**src/rcp_pkg.sv**
```systemverilog
// rcp_pkg: command and configuration codes, field widths and counter layout
// for the resource credit pool. No dependencies.
package rcp_pkg;

    localparam int REQ_W      = 16;
    localparam int NUM_CNT    = 10;
    localparam int CFG_IDX_W  = 3;
    localparam int CFG_DATA_W = 48;

    // counter order: tx pkt ulp req/data/net, tx buf ulp req/data/net,
    // rx pkt ulp/net, rx buf ulp/net
    localparam int CNT_TX_PKT_REQ  = 0;
    localparam int CNT_TX_PKT_DATA = 1;
    localparam int CNT_TX_BUF_REQ  = 3;
    localparam int CNT_TX_BUF_DATA = 4;

    // counters checked on their own amount (all but ulp data); the ulp pairs update via rcp_pair
    localparam logic [NUM_CNT-1:0] PLAIN_MASK = 10'b11_1110_1101;

    typedef enum logic [1:0] {
        CMD_CHECK   = 2'd0,
        CMD_ACQUIRE = 2'd1,
        CMD_RELEASE = 2'd2,
        CMD_LOAD    = 2'd3
    } t_cmd;

    typedef enum logic [CFG_IDX_W-1:0] {
        CFG_TX_PKT_INIT = 3'd0,
        CFG_TX_BUF_INIT = 3'd1,
        CFG_RX_PKT_INIT = 3'd2,
        CFG_RX_BUF_INIT = 3'd3,
        CFG_OVERSUB_EN  = 3'd4
    } t_cfg_idx;

endpackage

```
**src/resource_credit_pool.sv**
```systemverilog
// resource_credit_pool: ten credit counters with check, acquire, release and
// load commands. Depends on rcp_pkg and rcp_pair.
//
// Usage:
//   Configuration: write the four packed initial-credit registers and the
//   oversubscription enable through i_cfg_* (always ready), only while idle.
//   A load command then copies the registers into the counters.
//   Request channel: i_valid/o_stall carries a command and ten amounts.
//   Result channel: o_valid/i_stall returns fits, pool_loaded and the ten
//   counters as they stand after the command.
// Timing:
//   From transfer to result: an input register, then the counter update and
//   result register in one pass. One request per cycle sustained while
//   i_stall stays low.
// Reset:
//   Synchronous active low; counters, loaded maxima and config registers
//   clear to zero, both pipeline stages empty.
// Stall:
//   With i_stall high the result holds; the input register fills once and
//   then o_stall rises. Counters change only when an item moves to the
//   result register.
module resource_credit_pool
    import rcp_pkg::*;
#(
    parameter int COUNT_WIDTH = 16
) (
    input  logic                  i_clk,
    input  logic                  i_rst_n,
    input  logic                  i_cfg_valid,
    output logic                  o_cfg_ready,
    input  logic [CFG_IDX_W-1:0]  i_cfg_index,
    input  logic [CFG_DATA_W-1:0] i_cfg_data,
    input  logic                  i_valid,
    output logic                  o_stall,
    input  logic [1:0]            i_command,
    input  logic [REQ_W-1:0]      i_req_tx_pkt_ulp_req,
    input  logic [REQ_W-1:0]      i_req_tx_pkt_ulp_data,
    input  logic [REQ_W-1:0]      i_req_tx_pkt_net_req,
    input  logic [REQ_W-1:0]      i_req_tx_buf_ulp_req,
    input  logic [REQ_W-1:0]      i_req_tx_buf_ulp_data,
    input  logic [REQ_W-1:0]      i_req_tx_buf_net_req,
    input  logic [REQ_W-1:0]      i_req_rx_pkt_ulp_req,
    input  logic [REQ_W-1:0]      i_req_rx_pkt_net_req,
    input  logic [REQ_W-1:0]      i_req_rx_buf_ulp_req,
    input  logic [REQ_W-1:0]      i_req_rx_buf_net_req,
    input  logic                  i_req_oversub,
    output logic                  o_valid,
    input  logic                  i_stall,
    output logic                  o_fits,
    output logic                  o_pool_loaded,
    output logic [REQ_W-1:0]      o_avail_tx_pkt_ulp_req,
    output logic [REQ_W-1:0]      o_avail_tx_pkt_ulp_data,
    output logic [REQ_W-1:0]      o_avail_tx_pkt_net_req,
    output logic [REQ_W-1:0]      o_avail_tx_buf_ulp_req,
    output logic [REQ_W-1:0]      o_avail_tx_buf_ulp_data,
    output logic [REQ_W-1:0]      o_avail_tx_buf_net_req,
    output logic [REQ_W-1:0]      o_avail_rx_pkt_ulp_req,
    output logic [REQ_W-1:0]      o_avail_rx_pkt_net_req,
    output logic [REQ_W-1:0]      o_avail_rx_buf_ulp_req,
    output logic [REQ_W-1:0]      o_avail_rx_buf_net_req
);

    localparam int XW = ((COUNT_WIDTH > REQ_W) ? COUNT_WIDTH : REQ_W) + 2;
    localparam logic [XW-1:0] CMAX_X = {{(XW-COUNT_WIDTH){1'b0}}, {COUNT_WIDTH{1'b1}}};
    localparam logic [XW-1:0] AVAIL_MAX_X = XW'({REQ_W{1'b1}});

    // configuration
    logic [CFG_DATA_W-1:0] r_tx_pkt_init, r_tx_buf_init;
    logic [31:0]           r_rx_pkt_init, r_rx_buf_init;
    logic                  r_oversub_en;

    // input stage
    logic                  r_in_vld;
    t_cmd                  r_cmd;
    logic [REQ_W-1:0]      r_req [NUM_CNT];
    logic                  r_req_ov;
    logic [REQ_W-1:0]      in_req [NUM_CNT];

    // state
    logic [COUNT_WIDTH-1:0] r_cnt [NUM_CNT];
    logic [COUNT_WIDTH-1:0] n_cnt [NUM_CNT];
    logic [COUNT_WIDTH-1:0] r_max_req [2];
    logic [COUNT_WIDTH-1:0] n_max_req [2];

    // result stage
    logic                  r_out_vld;
    logic                  r_fits, n_fits;
    logic                  r_loaded, n_loaded;
    logic [REQ_W-1:0]      r_avail [NUM_CNT];
    logic [REQ_W-1:0]      n_avail [NUM_CNT];

    logic                  adv;
    logic                  ov;
    logic [NUM_CNT-1:0]    pl_fail;
    logic [COUNT_WIDTH-1:0] pl_acq [NUM_CNT];
    logic [COUNT_WIDTH-1:0] pl_rel [NUM_CNT];
    logic [COUNT_WIDTH-1:0] ld_cnt [NUM_CNT];
    logic [REQ_W-1:0]      ld_field [NUM_CNT];

    logic                   pr_fit [2];
    logic [COUNT_WIDTH-1:0] pr_acq_req [2], pr_acq_data [2];
    logic [COUNT_WIDTH-1:0] pr_rel_req [2], pr_rel_data [2];

    assign o_cfg_ready = 1'b1;

    always_ff @(posedge i_clk) begin
        if (!i_rst_n) begin
            r_tx_pkt_init <= '0;
            r_tx_buf_init <= '0;
            r_rx_pkt_init <= '0;
            r_rx_buf_init <= '0;
            r_oversub_en  <= 1'b0;
        end else if (i_cfg_valid) begin
            unique case (t_cfg_idx'(i_cfg_index))
                CFG_TX_PKT_INIT: r_tx_pkt_init <= i_cfg_data;
                CFG_TX_BUF_INIT: r_tx_buf_init <= i_cfg_data;
                CFG_RX_PKT_INIT: r_rx_pkt_init <= i_cfg_data[31:0];
                CFG_RX_BUF_INIT: r_rx_buf_init <= i_cfg_data[31:0];
                CFG_OVERSUB_EN:  r_oversub_en  <= i_cfg_data[0];
                default: ;
            endcase
        end
    end

    // handshake
    assign adv     = r_in_vld && (!r_out_vld || !i_stall);
    assign o_stall = r_in_vld && !adv;
    assign o_valid = r_out_vld;

    assign in_req[0] = i_req_tx_pkt_ulp_req;
    assign in_req[1] = i_req_tx_pkt_ulp_data;
    assign in_req[2] = i_req_tx_pkt_net_req;
    assign in_req[3] = i_req_tx_buf_ulp_req;
    assign in_req[4] = i_req_tx_buf_ulp_data;
    assign in_req[5] = i_req_tx_buf_net_req;
    assign in_req[6] = i_req_rx_pkt_ulp_req;
    assign in_req[7] = i_req_rx_pkt_net_req;
    assign in_req[8] = i_req_rx_buf_ulp_req;
    assign in_req[9] = i_req_rx_buf_net_req;

    always_ff @(posedge i_clk) begin
        if (!i_rst_n) begin
            r_in_vld <= 1'b0;
        end else if (i_valid && !o_stall) begin
            r_in_vld <= 1'b1;
        end else if (adv) begin
            r_in_vld <= 1'b0;
        end
    end

    always_ff @(posedge i_clk) begin
        if (i_valid && !o_stall) begin
            r_cmd    <= t_cmd'(i_command);
            r_req    <= in_req;
            r_req_ov <= i_req_oversub;
        end
    end

    assign ov = r_req_ov || r_oversub_en;

    // load fields, clamped to the counter width
    assign ld_field[0] = r_tx_pkt_init[15:0];
    assign ld_field[1] = r_tx_pkt_init[31:16];
    assign ld_field[2] = r_tx_pkt_init[47:32];
    assign ld_field[3] = r_tx_buf_init[15:0];
    assign ld_field[4] = r_tx_buf_init[31:16];
    assign ld_field[5] = r_tx_buf_init[47:32];
    assign ld_field[6] = r_rx_pkt_init[15:0];
    assign ld_field[7] = r_rx_pkt_init[31:16];
    assign ld_field[8] = r_rx_buf_init[15:0];
    assign ld_field[9] = r_rx_buf_init[31:16];

    always_comb begin
        logic [XW-1:0] rx, cx, sx, lx;
        for (int i = 0; i < NUM_CNT; i++) begin
            rx = XW'(r_req[i]);
            cx = XW'(r_cnt[i]);
            sx = rx + cx;
            lx = XW'(ld_field[i]);
            pl_fail[i] = rx > cx;
            pl_acq[i]  = COUNT_WIDTH'((cx >= rx) ? (cx - rx) : '0);
            pl_rel[i]  = COUNT_WIDTH'((sx > CMAX_X) ? CMAX_X : sx);
            ld_cnt[i]  = COUNT_WIDTH'((lx > CMAX_X) ? CMAX_X : lx);
        end
    end

    rcp_pair #(
        .COUNT_WIDTH (COUNT_WIDTH)
    ) u_pair_tx_pkt (
        .i_ov         (ov),
        .i_oversub_en (r_oversub_en),
        .i_cnt_req    (r_cnt[CNT_TX_PKT_REQ]),
        .i_cnt_data   (r_cnt[CNT_TX_PKT_DATA]),
        .i_max_req    (r_max_req[0]),
        .i_req_req    (r_req[CNT_TX_PKT_REQ]),
        .i_req_data   (r_req[CNT_TX_PKT_DATA]),
        .o_fit        (pr_fit[0]),
        .o_acq_req    (pr_acq_req[0]),
        .o_acq_data   (pr_acq_data[0]),
        .o_rel_req    (pr_rel_req[0]),
        .o_rel_data   (pr_rel_data[0])
    );

    rcp_pair #(
        .COUNT_WIDTH (COUNT_WIDTH)
    ) u_pair_tx_buf (
        .i_ov         (ov),
        .i_oversub_en (r_oversub_en),
        .i_cnt_req    (r_cnt[CNT_TX_BUF_REQ]),
        .i_cnt_data   (r_cnt[CNT_TX_BUF_DATA]),
        .i_max_req    (r_max_req[1]),
        .i_req_req    (r_req[CNT_TX_BUF_REQ]),
        .i_req_data   (r_req[CNT_TX_BUF_DATA]),
        .o_fit        (pr_fit[1]),
        .o_acq_req    (pr_acq_req[1]),
        .o_acq_data   (pr_acq_data[1]),
        .o_rel_req    (pr_rel_req[1]),
        .o_rel_data   (pr_rel_data[1])
    );

    always_comb begin
        logic [XW-1:0] vx;
        n_fits    = !(|(pl_fail & PLAIN_MASK)) && pr_fit[0] && pr_fit[1];
        n_cnt     = r_cnt;
        n_max_req = r_max_req;
        unique case (r_cmd)
            CMD_CHECK: ;
            CMD_ACQUIRE: begin
                if (n_fits) begin
                    for (int i = 0; i < NUM_CNT; i++) begin
                        if (PLAIN_MASK[i]) n_cnt[i] = pl_acq[i];
                    end
                    n_cnt[CNT_TX_PKT_REQ]  = pr_acq_req[0];
                    n_cnt[CNT_TX_PKT_DATA] = pr_acq_data[0];
                    n_cnt[CNT_TX_BUF_REQ]  = pr_acq_req[1];
                    n_cnt[CNT_TX_BUF_DATA] = pr_acq_data[1];
                end
            end
            CMD_RELEASE: begin
                for (int i = 0; i < NUM_CNT; i++) begin
                    if (PLAIN_MASK[i]) n_cnt[i] = pl_rel[i];
                end
                n_cnt[CNT_TX_PKT_REQ]  = pr_rel_req[0];
                n_cnt[CNT_TX_PKT_DATA] = pr_rel_data[0];
                n_cnt[CNT_TX_BUF_REQ]  = pr_rel_req[1];
                n_cnt[CNT_TX_BUF_DATA] = pr_rel_data[1];
            end
            CMD_LOAD: begin
                n_cnt        = ld_cnt;
                n_max_req[0] = ld_cnt[CNT_TX_PKT_REQ];
                n_max_req[1] = ld_cnt[CNT_TX_BUF_REQ];
            end
        endcase

        n_loaded = 1'b0;
        for (int i = 0; i < NUM_CNT; i++) begin
            vx         = XW'(n_cnt[i]);
            n_loaded   = n_loaded || (n_cnt[i] != '0);
            n_avail[i] = (vx > AVAIL_MAX_X) ? {REQ_W{1'b1}} : vx[REQ_W-1:0];
        end
    end

    always_ff @(posedge i_clk) begin
        if (!i_rst_n) begin
            r_cnt     <= '{default: '0};
            r_max_req <= '{default: '0};
            r_out_vld <= 1'b0;
        end else begin
            if (adv) begin
                r_cnt     <= n_cnt;
                r_max_req <= n_max_req;
                r_out_vld <= 1'b1;
            end else if (!i_stall) begin
                r_out_vld <= 1'b0;
            end
        end
    end

    always_ff @(posedge i_clk) begin
        if (adv) begin
            r_fits   <= n_fits;
            r_loaded <= n_loaded;
            r_avail  <= n_avail;
        end
    end

    assign o_fits                  = r_fits;
    assign o_pool_loaded           = r_loaded;
    assign o_avail_tx_pkt_ulp_req  = r_avail[0];
    assign o_avail_tx_pkt_ulp_data = r_avail[1];
    assign o_avail_tx_pkt_net_req  = r_avail[2];
    assign o_avail_tx_buf_ulp_req  = r_avail[3];
    assign o_avail_tx_buf_ulp_data = r_avail[4];
    assign o_avail_tx_buf_net_req  = r_avail[5];
    assign o_avail_rx_pkt_ulp_req  = r_avail[6];
    assign o_avail_rx_pkt_net_req  = r_avail[7];
    assign o_avail_rx_buf_ulp_req  = r_avail[8];
    assign o_avail_rx_buf_net_req  = r_avail[9];

endmodule

```
**src/rcp_pair.sv**
```systemverilog
// rcp_pair: fit check, acquire and release for one ulp request/data pair
// with optional borrowing. Depends on rcp_pkg.
module rcp_pair
    import rcp_pkg::*;
#(
    parameter int COUNT_WIDTH = 16
) (
    input  logic                   i_ov,
    input  logic                   i_oversub_en,
    input  logic [COUNT_WIDTH-1:0] i_cnt_req,
    input  logic [COUNT_WIDTH-1:0] i_cnt_data,
    input  logic [COUNT_WIDTH-1:0] i_max_req,
    input  logic [REQ_W-1:0]       i_req_req,
    input  logic [REQ_W-1:0]       i_req_data,
    output logic                   o_fit,
    output logic [COUNT_WIDTH-1:0] o_acq_req,
    output logic [COUNT_WIDTH-1:0] o_acq_data,
    output logic [COUNT_WIDTH-1:0] o_rel_req,
    output logic [COUNT_WIDTH-1:0] o_rel_data
);

    localparam int XW = ((COUNT_WIDTH > REQ_W) ? COUNT_WIDTH : REQ_W) + 2;
    localparam logic [XW-1:0] CMAX_X = {{(XW-COUNT_WIDTH){1'b0}}, {COUNT_WIDTH{1'b1}}};

    logic [XW-1:0] rq, rd, cq, cd, mx;
    logic [XW-1:0] from_data, from_req, acq_base, acq_q;
    logic [XW-1:0] base_sum, rel_base;
    logic [XW-1:0] room, refill, sum_q, rem_d, sum_d, rel_q, rel_d;

    always_comb begin
        rq = XW'(i_req_req);
        rd = XW'(i_req_data);
        cq = XW'(i_cnt_req);
        cd = XW'(i_cnt_data);
        mx = XW'(i_max_req);

        o_fit = i_ov ? ((rq + rd) <= (cq + cd)) : (rd <= cd);

        // requests take their own amount, then data drains first and the
        // remainder comes from requests
        acq_base  = (cq >= rq) ? (cq - rq) : '0;
        from_data = (rd < cd) ? rd : cd;
        from_req  = rd - from_data;
        acq_q     = (acq_base >= from_req) ? (acq_base - from_req) : '0;

        base_sum = cq + rq;
        rel_base = (base_sum > CMAX_X) ? CMAX_X : base_sum;
        room     = (rel_base < mx) ? (mx - rel_base) : '0;
        refill   = (rd < room) ? rd : room;
        sum_q    = rel_base + refill;
        rem_d    = rd - refill;
        sum_d    = cd + rd;
        if (i_oversub_en && (i_cnt_data == '0)) begin
            rel_q = (sum_q > CMAX_X) ? CMAX_X : sum_q;
            rel_d = (rem_d > CMAX_X) ? CMAX_X : rem_d;
        end else begin
            rel_q = rel_base;
            rel_d = (sum_d > CMAX_X) ? CMAX_X : sum_d;
        end

        o_acq_req  = acq_q[COUNT_WIDTH-1:0];
        o_acq_data = COUNT_WIDTH'(cd - from_data);
        o_rel_req  = rel_q[COUNT_WIDTH-1:0];
        o_rel_data = rel_d[COUNT_WIDTH-1:0];
    end

endmodule
```
**config.mk**
```make
export PLATFORM = sky130hd
export DESIGN_NAME = resource_credit_pool
export DESIGN_NICKNAME = d
export VERILOG_FILES = /design/src/rcp_pkg.sv /design/src/resource_credit_pool.sv /design/src/rcp_pair.sv
export SDC_FILE = /design/constraint.sdc
export NUM_CORES = 2
export LEC_CHECK = 0
export ABC_CLOCK_PERIOD_IN_PS = 13100
export BUFFER_PORTS_ARGS = -buffer_cell sky130_fd_sc_hd__buf_2
export CAP_MARGIN = 20
export CORE_MARGIN = 1
export CORE_UTILIZATION = 30
export DETAILED_ROUTE_END_ITERATION = 12
export REMOVE_ABC_BUFFERS = 1
export SYNTH_ARGS = -nofsm -noshare
export SYNTH_HDL_FRONTEND = slang
export SYNTH_HIERARCHICAL = 1
export SYNTH_SLANG_ARGS = --single-unit
```
**constraint.sdc**
```tcl
create_clock -name i_clk -period 13.1 [get_ports i_clk]
set_input_delay 1.965 -clock i_clk [delete_from_list [all_inputs] [get_ports i_clk]]
set_output_delay 1.965 -clock i_clk [all_outputs]
set_load 0.05 [all_outputs]
```
==> metrics.txt <==
synth warn=6; EDFF count, synth=325; IO buf count=between 300 and 400; drt drc=0; worst-path fanout max=19; Ports=between 300 and 400; die extent in y=about 450 um; Via-to-Cell Ratio=5.573; clock-pin slew on the worst setup and hold paths=0.07 ns; Initial Util=slightly above 30%; commonest non-fill, non-tap cells in the layout=nand2_1, ha_1, a21oi_1, nor2_1, inv_1; Top FF cell, synth=dfxtp_1; mapped cell area=just under 60000 um^2; Yosys top cell by area=edfxtp_1; Routed wire per std cell=roughly 25 um; final worst path period need=12.34 ns; FF-to-FF End=o_pool_loaded; most common cell after layout, fill and taps aside=nand2_1; total CTS buffers=85; hold buffer count at CTS=0; FF-to-FF setup slack=0.76 ns; r2r startpoint=r_req[96]; vias in the first global route=53800; Clock Path Buffers=3; Required @ worst endpoint=~14 ns; sequential area share after synthesis=28.32%; worst IR drop on VDD=0.1075 mV; Final setup viols=0; site row count=163; core area=197200 um^2; Global Route Usage Sum=25.32%; Pwr per Cell Area=104.7 nW/um^2; gpl congestion=around 1.0; Slew headroom=12.25%; Clock Tree Root=clkbuf_16; setup TNS=0 ns; H-tree depth=3; status=complete, no violations; largest net degree at the start of global routing=150; DRT iter0 DRCs=5472; layout cells sized above 1=~11%; Async S/R FF share, synth=0%; Yosys reg bits=680; CP Class=reg -> reg; overall routed net length=262.4 mm; critical path's slowest cell=or4_1; CTS Sinks=680; Avg Inst Size Synth=8.179 um^2; die width=447.5 um; CP Launch Type=register; gr ovfl total=0; first-pass GRT wire length=372.2 mm; Cell variety after synth=118; hold path cells=2; Max Cap Violations=0; FF-to-FF path depth=53; worst min-delay path category=reg -> reg; slowest cell delay on critical path=between 0.5 and 0.6 ns; total chip power=0.007087 W; antenna-violating nets left=0; cell family with most CP delay=compound AO/OA/AOI/OAI gates; Nets=between 8000 and 9000; Setup Skew=0.03635 ns; most frequent CP cell=a21o_1; max-slew violations=0; worst slew pin tran=1.304 ns; Area Overhead vs Synth=13.69%; Tcrit/Tclk final=94.22%; top-area cell type share of the netlist area=16.39%; Cells after Synth=7281; dpl hpwl=200.4 mm; top post-synthesis cells by area=edfxtp_1, ha_1, dfxtp_1, nand2_1, a21boi_0; CTS tree=done; drt first pass iters=8; Crit. End Element=register; Fin. Hold Viols=0; Hold Startpoint=r_tx_pkt_init[27]; f_max=81.02 MHz; WP data arrival=between 10 and 15 ns; Leakage=28.09 nW; WHS Endpoint=r_tx_pkt_init[27]; initial antenna violation count=25; routed vias=57350; CP bufs+invs=6; Die Area=200300 um^2; worst-skew pair later-pin latency=0.73 ns; fillers=~21000
==> routing by layer <==
| metal | track usage [%] | wire length (um) |
|---|---|---|
| met3 | 3.830 | 18720 |
| met1 | 31.86 | 107100 |
| met4 | 16.92 | 19640 |
| met5 | 0 | 79 |
| met2 | 40.00 | 116800 |
==> worst max-delay path by stage <==
| stage | start | to | cells after the start |
|---|---|---|---|
| after floorplan | r_req[96] | o_pool_loaded | 51 |
| after global placement | r_req[96] | o_pool_loaded | 54 |
| after detailed placement | r_req[96] | o_pool_loaded | 52 |
| after CTS | r_req[96] | o_pool_loaded | 52 |
| after global routing | r_req[98] | o_pool_loaded | 54 |
| final | r_req[96] | o_pool_loaded | 53 |
==> kinds of logic after synthesis <==
| logic type | count (synthesis) | synth area share, % |
|---|---|---|
| other cells | 3 | 0.01891 |
| buf+inv | 830 | 5.511 |
| flops | 680 | 28.32 |
| compound gates | 2216 | 25.18 |
| xor+xnor | 386 | 5.677 |
| mux | 95 | 1.733 |
| fa+ha+maj | 708 | 15.30 |
| simple gates | 2363 | 18.25 |
==> where the power goes <==
part	internal, W	switching (W)
clock network	0.00140	0.00105
logic	0.000776	0.00142
registers	0.00234	0.0000979
total	0.00452	0.00257
==> cells in the mapped netlist (34+ instances only) <==
library cell    n
a211oi_1       66
and3_1         34
xor2_1        152
a21oi_1       517
o21ai_0       392
nand3_1       105
o211ai_1       44
nor2b_1        99
a2bb2oi_1      63
fa_1           34
ha_1          674
clkbuf_1      242
nor2_1        512
nor4_1         39
nand2b_1       82
nor3b_1        38
or3_1          44
a21boi_0      347
dfxtp_1       355
buf_2          67
o21a_1         71
o22ai_1        42
o31ai_1        40
nand2_1       990
o21bai_1       50
a21o_1        133
inv_1         481
nand4_1        62
edfxtp_1      325
xnor2_1       234
and2_1         60
a31oi_1        70
nor3_1        193
a22oi_1        51
mux2i_1        75
==> stage by stage <==
stage	hold WS, ns	setup WS [ns]	area, um^2	std cells	utilization, %
final	0.4675	0.7573	67710	10290	34.33
after global placement	0.4495	0.06867	64730	10120	32.82
after CTS	0.4686	0.3974	67600	10280	34.28
after detailed placement	0.4593	0.4492	64770	10120	32.84
after floorplan	0.4383	1.566	58100	6938	-
after global routing	0.4836	-0.01227	67700	10290	34.33
==> layout make-up <==
cell class	instances	area (um^2)	area share [%]
timing repair buffer	547	3274	4.836
tap	2640	3303	4.879
clock buffer	111	2421	3.576
antenna	10	25.02	0.03696
inverter	485	1832	2.705
multi-input combinational	5773	39580	58.46
sequential	680	16870	24.91
clock inverter	45	405.4	0.5987
==> flip-flops by register name (all words and copies together) (netlist names), 2 cells and up <==
register,count
r_cmd,2
r_rx_buf_init,32
r_cnt,160
o_avail_tx_buf_ulp_data,16
o_avail_tx_pkt_ulp_data,16
o_avail_tx_pkt_net_req,16
o_avail_tx_buf_ulp_req,16
r_tx_pkt_init,48
r_max_req,32
o_avail_tx_pkt_ulp_req,16
r_req,160
o_avail_rx_buf_ulp_req,16
o_avail_rx_pkt_ulp_req,16
r_rx_pkt_init,32
o_avail_rx_buf_net_req,16
r_tx_buf_init,48
o_avail_tx_buf_net_req,16
o_avail_rx_pkt_net_req,16
==> timing repair <==
| action | CTS | global route |
|---|---|---|
| endpoints found under the setup margin | 0 | 1 |
| setup buffers | 0 | 3 |
| gates resized for setup | 0 | 12 |
==> worst min-delay path: cells and delay by family, from the launching register on <==
kind / cells / cell delay, ns
AO/OA/AOI/OAI: 1 / 0.06
flip-flops: 1 / 0.31
AND/OR/NAND/NOR: 1 / 0.05
(Power assumes the default switching activity.)
